===== src/hdl/cborhd_pkg.sv =====
// Shared constants and result type for the CBOR head decoder.
package cborhd_pkg;

    localparam int MAJOR_W = 3;
    localparam int INFO_W  = 5;
    localparam int ARG_W   = 64;
    localparam int CLASS_W = 4;
    localparam int ERR_W   = 2;
    localparam int LEFT_W  = 4;

    // Additional info codes.
    localparam logic [INFO_W-1:0] INFO_DIRECT_LIMIT = 5'd24;
    localparam logic [INFO_W-1:0] INFO_ARG1         = 5'd24;
    localparam logic [INFO_W-1:0] INFO_ARG2         = 5'd25;
    localparam logic [INFO_W-1:0] INFO_ARG4         = 5'd26;
    localparam logic [INFO_W-1:0] INFO_ARG8         = 5'd27;
    localparam logic [INFO_W-1:0] INFO_INDEFINITE   = 5'd31;
    localparam logic [INFO_W-1:0] INFO_FALSE        = 5'd20;
    localparam logic [INFO_W-1:0] INFO_TRUE         = 5'd21;
    localparam logic [INFO_W-1:0] INFO_NULL         = 5'd22;
    localparam logic [INFO_W-1:0] INFO_UNDEF        = 5'd23;

    // Major types that matter to the decoder.
    localparam logic [MAJOR_W-1:0] MAJOR_UINT   = 3'd0;
    localparam logic [MAJOR_W-1:0] MAJOR_NEGINT = 3'd1;
    localparam logic [MAJOR_W-1:0] MAJOR_TAG    = 3'd6;
    localparam logic [MAJOR_W-1:0] MAJOR_SIMPLE = 3'd7;

    localparam logic [ARG_W-1:0] SIMPLE_MIN = 64'd32;

    // Item classes.
    localparam logic [CLASS_W-1:0] CLS_BOOL   = 4'd7;
    localparam logic [CLASS_W-1:0] CLS_NULL   = 4'd8;
    localparam logic [CLASS_W-1:0] CLS_UNDEF  = 4'd9;
    localparam logic [CLASS_W-1:0] CLS_SIMPLE = 4'd10;
    localparam logic [CLASS_W-1:0] CLS_FLOAT  = 4'd11;
    localparam logic [CLASS_W-1:0] CLS_DOUBLE = 4'd12;
    localparam logic [CLASS_W-1:0] CLS_BREAK  = 4'd13;
    localparam logic [CLASS_W-1:0] CLS_ERROR  = 4'd14;

    // Error codes.
    localparam logic [ERR_W-1:0] ERR_NONE     = 2'd0;
    localparam logic [ERR_W-1:0] ERR_RESERVED = 2'd1;
    localparam logic [ERR_W-1:0] ERR_NOT_INDEF = 2'd2;
    localparam logic [ERR_W-1:0] ERR_SIMPLE   = 2'd3;

    typedef struct packed {
        logic [CLASS_W-1:0] item_class;
        logic [ARG_W-1:0]   argument;
        logic [MAJOR_W-1:0] major_kind;
        logic [INFO_W-1:0]  extra_info;
        logic               indefinite;
        logic               bool_value;
        logic [ERR_W-1:0]   error_code;
    } result_t;

endpackage


===== src/hdl/cborhd_classify.sv =====
// Classifies a complete head from its major type, additional info and argument.
module cborhd_classify
    import cborhd_pkg::*;
(
    input  logic [MAJOR_W-1:0] major,
    input  logic [INFO_W-1:0]  info,
    input  logic [ARG_W-1:0]   arg,
    output result_t            result
);

    always_comb
    begin
        result            = '0;
        result.major_kind = major;
        result.extra_info = info;
        result.error_code = ERR_NONE;
        // Major types 0 to 6 carry their type as the class.
        if (major != MAJOR_SIMPLE)
        begin
            result.item_class = {1'b0, major};
            if (info == INFO_INDEFINITE)
            begin
                result.indefinite = 1'b1;
            end
            else
            begin
                result.argument = arg;
            end
        end
        else
        begin
            // Simple values and floats.
            unique case (info)
                INFO_FALSE: result.item_class = CLS_BOOL;
                INFO_TRUE:
                begin
                    result.item_class = CLS_BOOL;
                    result.bool_value = 1'b1;
                end
                INFO_NULL:  result.item_class = CLS_NULL;
                INFO_UNDEF: result.item_class = CLS_UNDEF;
                INFO_ARG1:
                begin
                    if (arg < SIMPLE_MIN)
                    begin
                        result.item_class = CLS_ERROR;
                        result.error_code = ERR_SIMPLE;
                    end
                    else
                    begin
                        result.item_class = CLS_SIMPLE;
                        result.argument   = arg;
                    end
                end
                INFO_ARG2, INFO_ARG4:
                begin
                    result.item_class = CLS_FLOAT;
                    result.argument   = arg;
                end
                INFO_ARG8:
                begin
                    result.item_class = CLS_DOUBLE;
                    result.argument   = arg;
                end
                INFO_INDEFINITE: result.item_class = CLS_BREAK;
                default:
                begin
                    result.item_class = CLS_SIMPLE;
                    result.argument   = arg;
                end
            endcase
        end
    end

endmodule


===== src/hdl/cbor_head_decoder.sv =====
// Top level of the CBOR head decoder: input register, byte sequencer, result register.
//
//   Channel | Signals                         | Direction
//   input   | in_valid, in_ready, in_byte     | in
//   result  | out_valid, out_ready, item_class,
//           | argument, major_kind, extra_info,
//           | indefinite, bool_value, error_code | out
//
// One byte item is accepted per cycle while in_ready is high. A byte is decoded
// from the input register against the head state, and a finished head is written
// to the result register when the decode stage advances on its last byte. A head
// takes one to nine bytes, set by its additional info.
// Reset clears the head state, so the block waits for an initial byte.
// A full result register that is not taken holds the input register, which
// then drops in_ready once it is occupied too.
module cbor_head_decoder
    import cborhd_pkg::*;
(
    input  logic               clk,
    input  logic               rst_n,
    input  logic               in_valid,
    output logic               in_ready,
    input  logic [7:0]         in_byte,
    output logic               out_valid,
    input  logic               out_ready,
    output logic [CLASS_W-1:0] item_class,
    output logic [ARG_W-1:0]   argument,
    output logic [MAJOR_W-1:0] major_kind,
    output logic [INFO_W-1:0]  extra_info,
    output logic               indefinite,
    output logic               bool_value,
    output logic [ERR_W-1:0]   error_code
);

    logic               byte_valid_reg;
    logic [7:0]         byte_reg;
    logic [LEFT_W-1:0]  bytes_left_reg, bytes_left_next;
    logic [MAJOR_W-1:0] held_major_reg, held_major_next;
    logic [INFO_W-1:0]  held_info_reg, held_info_next;
    logic [ARG_W-1:0]   arg_accum_reg, arg_accum_next;
    logic               out_valid_reg;
    result_t            res_reg, res_next;

    logic               advance;
    logic               emit;
    logic [MAJOR_W-1:0] cls_major;
    logic [INFO_W-1:0]  cls_info;
    logic [ARG_W-1:0]   cls_arg;
    result_t            cls_result;
    logic [MAJOR_W-1:0] byte_major;
    logic [INFO_W-1:0]  byte_info;

    // The decode stage moves when the result register is free or being taken.
    assign advance  = !out_valid_reg || out_ready;
    assign in_ready = !byte_valid_reg || advance;

    assign byte_major = byte_reg[7:5];
    assign byte_info  = byte_reg[4:0];

    // Classifier sees either the held initial byte or the new one.
    assign cls_major = (bytes_left_reg != '0) ? held_major_reg : byte_major;
    assign cls_info  = (bytes_left_reg != '0) ? held_info_reg : byte_info;
    assign cls_arg   = (bytes_left_reg != '0) ? {arg_accum_reg[ARG_W-9:0], byte_reg}
                                              : {{(ARG_W-INFO_W){1'b0}}, byte_info};

    cborhd_classify u_classify (
        .major  (cls_major),
        .info   (cls_info),
        .arg    (cls_arg),
        .result (cls_result)
    );

    // Head state update and result selection for the byte in the input register.
    always_comb
    begin
        bytes_left_next = bytes_left_reg;
        held_major_next = held_major_reg;
        held_info_next  = held_info_reg;
        arg_accum_next  = arg_accum_reg;
        res_next        = cls_result;
        emit            = 1'b0;
        if (bytes_left_reg != '0)
        begin
            arg_accum_next  = cls_arg;
            bytes_left_next = bytes_left_reg - 1'b1;
            emit            = (bytes_left_reg == LEFT_W'(1));
        end
        else
        begin
            held_major_next = byte_major;
            held_info_next  = byte_info;
            arg_accum_next  = '0;
            if (byte_info < INFO_DIRECT_LIMIT)
            begin
                emit = 1'b1;
            end
            else
            begin
                unique case (byte_info)
                    INFO_ARG1: bytes_left_next = LEFT_W'(1);
                    INFO_ARG2: bytes_left_next = LEFT_W'(2);
                    INFO_ARG4: bytes_left_next = LEFT_W'(4);
                    INFO_ARG8: bytes_left_next = LEFT_W'(8);
                    INFO_INDEFINITE:
                    begin
                        emit = 1'b1;
                        if (byte_major == MAJOR_UINT || byte_major == MAJOR_NEGINT ||
                            byte_major == MAJOR_TAG)
                        begin
                            res_next            = '0;
                            res_next.item_class = CLS_ERROR;
                            res_next.major_kind = byte_major;
                            res_next.extra_info = byte_info;
                            res_next.error_code = ERR_NOT_INDEF;
                        end
                    end
                    default:
                    begin
                        // Reserved additional info.
                        emit                = 1'b1;
                        res_next            = '0;
                        res_next.item_class = CLS_ERROR;
                        res_next.major_kind = byte_major;
                        res_next.extra_info = byte_info;
                        res_next.error_code = ERR_RESERVED;
                    end
                endcase
            end
        end
    end

    // Input register.
    always_ff @(posedge clk or negedge rst_n)
    begin
        if (!rst_n)
        begin
            byte_valid_reg <= 1'b0;
        end
        else if (in_ready)
        begin
            byte_valid_reg <= in_valid;
        end
    end

    always_ff @(posedge clk)
    begin
        if (in_ready && in_valid)
        begin
            byte_reg <= in_byte;
        end
    end

    // Head state and result valid.
    always_ff @(posedge clk or negedge rst_n)
    begin
        if (!rst_n)
        begin
            bytes_left_reg <= '0;
            held_major_reg <= '0;
            held_info_reg  <= '0;
            arg_accum_reg  <= '0;
            out_valid_reg  <= 1'b0;
        end
        else if (advance)
        begin
            out_valid_reg <= byte_valid_reg && emit;
            if (byte_valid_reg)
            begin
                bytes_left_reg <= bytes_left_next;
                held_major_reg <= held_major_next;
                held_info_reg  <= held_info_next;
                arg_accum_reg  <= arg_accum_next;
            end
        end
    end

    // Result payload.
    always_ff @(posedge clk)
    begin
        if (advance && byte_valid_reg && emit)
        begin
            res_reg <= res_next;
        end
    end

    assign out_valid  = out_valid_reg;
    assign item_class = res_reg.item_class;
    assign argument   = res_reg.argument;
    assign major_kind = res_reg.major_kind;
    assign extra_info = res_reg.extra_info;
    assign indefinite = res_reg.indefinite;
    assign bool_value = res_reg.bool_value;
    assign error_code = res_reg.error_code;

endmodule

===== config.mk =====
export PLATFORM = sky130hd
export DESIGN_NAME = cbor_head_decoder
export DESIGN_NICKNAME = d
export VERILOG_FILES = /design/src/hdl/cborhd_pkg.sv /design/src/hdl/cborhd_classify.sv /design/src/hdl/cbor_head_decoder.sv
export SDC_FILE = /design/constraint.sdc
export NUM_CORES = 1
export LEC_CHECK = 0
export BUFFER_PORTS_ARGS = -buffer_cell sky130_fd_sc_hd__buf_2
export CAP_MARGIN = 10
export CORE_MARGIN = 5
export CORE_UTILIZATION = 57
export CTS_BUF_LIST = sky130_fd_sc_hd__clkbuf_16
export CTS_CLUSTER_SIZE = 12
export DETAILED_ROUTE_END_ITERATION = 6
export GPL_ROUTABILITY_DRIVEN = 0
export PLACE_DENSITY = 0.78
export SLEW_MARGIN = 30
export SYNTH_ARGS = -nofsm -noshare
export SYNTH_HDL_FRONTEND = slang
export SYNTH_SLANG_ARGS = --single-unit

===== constraint.sdc =====
create_clock -name clk -period 13.1 [get_ports clk]
set_input_delay 2.62 -clock clk [delete_from_list [all_inputs] [get_ports clk]]
set_output_delay 2.62 -clock clk [all_outputs]
set_load 0.01 [all_outputs]

==> out/metrics.cfg <==
[global_route]
global_route.usage.total_pct = 20.9
number_of_global_route_vias_before_repair = 4137
antenna_violations_before_repair = 0
first_pass_grt_wire_length_microns = 21500
maximum_number_of_pins_on_one_net_before_global_route_repair = 75
grt.overflow.total = 0

[worst_setup_path]
critPathCaptureType = output pin
worstSetupPathType = in -> out
timing.critical_path.arrival_ns = 3.06
worstPathRequired_ns = 10.48
regToRegSetupSlack_ns = 10.27
worst-path-max-fanout = 3
timing.critical_path.from_type = primary input

[placed_design]
place.detailed.hpwl_microns = 8510
dpl.cell_count = 665
count_of_buffers_from_port_buffering = 93

[finish]
finish.cell_count_without_fillers = 696
antenna_cells = 0
final_layout_size_suffix_gt1_share_pct = 25.0
area_overhead_vs_synth_pct = 17.6
design.final.nets = 558
finalCoreUtilization_pct = 68.9
max_reg_flops = 64

[run]
drv_cap = 0

[die]
io-pin-count = 94
core_area_sq_um = 10900
dieArea_sq_um = 13400
floorplan.rows = 38
die_y_microns = 116
initial_utilization_pct = 58.5
dieWidth_microns = 116

[clock_tree]
cts_sinks = 158
cts_tree = done
cts.hold.buffers_added = 0
clock-root-buffer = sky130_fd_sc_hd__clkbuf_16
cts_repair_resize_count = 0
cts.repair_timing.setup_buffer_count = 0
clock_insertion_delay_worst_skew_ns = 0.42
cts_bufs_inserted = 17
clock_path_buffers = 2
clk_transition_reported_paths_ns = 0.06
cts_max_level = 4

[sta]
timing.max_slew.rel_slack_pct = 56.9
period_minus_slack_ns = 5.68
final_hold_violation_count = 0
timing.setup.tns_ns = 0
worst-slew-pin-transition_ns = 0.646
finalMaxSlewViolations = 0
finClkSkew_ns = 0.00837
timing.hold.ws_ns = 0.502
finalCritPeriodShare_pct = 43.3
finalSetupViolations = 0
achievable-frequency_ghz = 0.176
unrepaired_setup_endpoints_after_global_routing = false

[synth]
yosysWarningCount = 0
postSynthRegisterBits = 158
ys_types = 44
count_of_flip_flops_with_a_built_in_enable_after_synthesis = 88
avgSynthCellArea_sq_um = 13.9
synthesis.area_sq_um = 6370
asyncSetResetFlopFracSynth_pct = 44.3
postSynthNetCount = 473
synthesis.instances = 459
synth-main-ff-cell = sky130_fd_sc_hd__edfxtp_1
yosysSeqAreaShare_pct = 68.9

[routing]
viasPerCell = 6.09
detail_route.drc_violations = 0
drt_iter0_drc = 285
drt_pass1_iterations = 5
final_ant_viol_nets = 0
dr_total_vias = 4241
routed_wl_microns = 13300
drt-wirelength-per-cell_microns = 19.1

[outcome]
result_of_the_run = complete, no violations

[pwr]
power.density_cell_area_nw_per_um2 = 240
pnr_total_power_mw = 1.80
vdd_ir_drop_max_mv = 0.147
total_leakage_power_nw = 3.30

[hold_path]
hold_path_class = reg -> reg

==> layout make-up <==
class / instances / area, sq um
clock buffer: 17 / 425
clock inverter: 14 / 151
fill: 760 / 3390
inverter: 6 / 22.5
multi-input combinational: 261 / 1790
sequential: 158 / 4390
tap: 140 / 175
timing repair buffer: 100 / 542
==> power by group <==
group          total, mW  leakage, nW  internal (mW)  switching [mW]
combinational      0.469         1.28          0.205           0.265
sequential         0.852         1.74          0.722           0.130
clock              0.476        0.282          0.294           0.181
total               1.80         3.30           1.22           0.577
==> synth_stat cells, types with 2 or more instances <==
master                      n  share of area, %
sky130_fd_sc_hd__nand2_1   23               1.4
sky130_fd_sc_hd__mux2_2     6               1.1
sky130_fd_sc_hd__a21oi_1    5              0.39
sky130_fd_sc_hd__nand4_1    5              0.49
sky130_fd_sc_hd__buf_6      7               1.2
sky130_fd_sc_hd__dfrtp_1   70                27
sky130_fd_sc_hd__ha_1       2              0.39
sky130_fd_sc_hd__clkbuf_1  23               1.4
sky130_fd_sc_hd__o31ai_1    2              0.24
sky130_fd_sc_hd__nor3_1     8              0.63
sky130_fd_sc_hd__nand2b_1   3              0.29
sky130_fd_sc_hd__nand3b_1   5              0.59
sky130_fd_sc_hd__a31oi_1    3              0.29
sky130_fd_sc_hd__and2_1     3              0.29
sky130_fd_sc_hd__xor2_1     2              0.27
sky130_fd_sc_hd__buf_1      2              0.12
sky130_fd_sc_hd__a22o_1    56               7.7
sky130_fd_sc_hd__a21o_1     2              0.24
sky130_fd_sc_hd__inv_1      6              0.35
sky130_fd_sc_hd__and3_1    60               5.9
sky130_fd_sc_hd__edfxtp_1  88                41
sky130_fd_sc_hd__o211ai_1   2              0.24
sky130_fd_sc_hd__o21ai_0   16               1.3
sky130_fd_sc_hd__and4_1     5              0.69
sky130_fd_sc_hd__mux2i_1    4              0.63
sky130_fd_sc_hd__nand3_1    3              0.24
sky130_fd_sc_hd__nor2_1    14              0.82
sky130_fd_sc_hd__nor4_1    18               1.8
==> per-stage QoR <==
step                      setup slack, ns  area [sq um]
final                                7.42          7500
after global routing                 7.38          7500
after CTS                            7.42          7500
after detailed placement             7.43          6920
after global placement               7.44          6890
after floorplan                      1.57          6370
==> cell usage in the layout, fill, tap and decap left out, drive strengths merged, types with 2 or more instances in the layout <==
cell,count
bufinv,3
o21a,2
nand4,5
clkinv,5
inv,9
o21ai,16
nor2,14
xor2,2
nor3,8
clkinvlp,3
o221ai,2
mux2i,4
nand2b,3
o31ai,2
nor4,18
a31oi,3
and4,5
dfrtp,70
and3,60
nand2,23
nand3b,5
o211ai,2
buf,100
nand3,3
a21o,2
edfxtp,88
a22o,56
mux2,6
a21oi,5
nor3b,2
and2,3
clkbuf,17
ha,2
==> per-layer routing <==
| metal | GRT usage, % | wire (microns) | vias up |
|---|---|---|---|
| li1 | - | - | 1942 |
| met1 | 27.9 | 5530 | 2090 |
| met2 | 34.3 | 6590 | 182 |
| met3 | 4.91 | 943 | 27 |
| met4 | 7.12 | 257 | 0 |
| met5 | 0 | 0 | - |
==> kinds of logic after synthesis <==
family / after synthesis / synth area share, %
xor gates and xnor gates: 2 / 0.275
muxes: 10 / 1.69
adders and majority gates: 2 / 0.392
AOI/OAI and AO/OA: 95 / 11.8
DFF: 158 / 68.9
buffers and inverters: 40 / 3.26
and+or+nand+nor: 152 / 13.7
==> critical path, cell delays in order <==
cell and delay (ns):
sky130_fd_sc_hd__buf_2 0.10, sky130_fd_sc_hd__nand3b_1 0.18, sky130_fd_sc_hd__buf_2 0.16
==> worst paths after layout <==
check                             startpoint                 to  cells past startpoint
setup / recovery                   out_ready           in_ready                      3
hold / removal             held_major_reg[0]  held_major_reg[0]                      2
setup reg to reg           bytes_left_reg[0]       argument[11]                      8
max in group asynchronous              rst_n  arg_accum_reg[18]                      2
hold reg to reg            held_major_reg[0]  held_major_reg[0]                      2
min in group asynchronous              rst_n  arg_accum_reg[14]                      2
No activity file was read; power rests on OpenSTA's default activity.
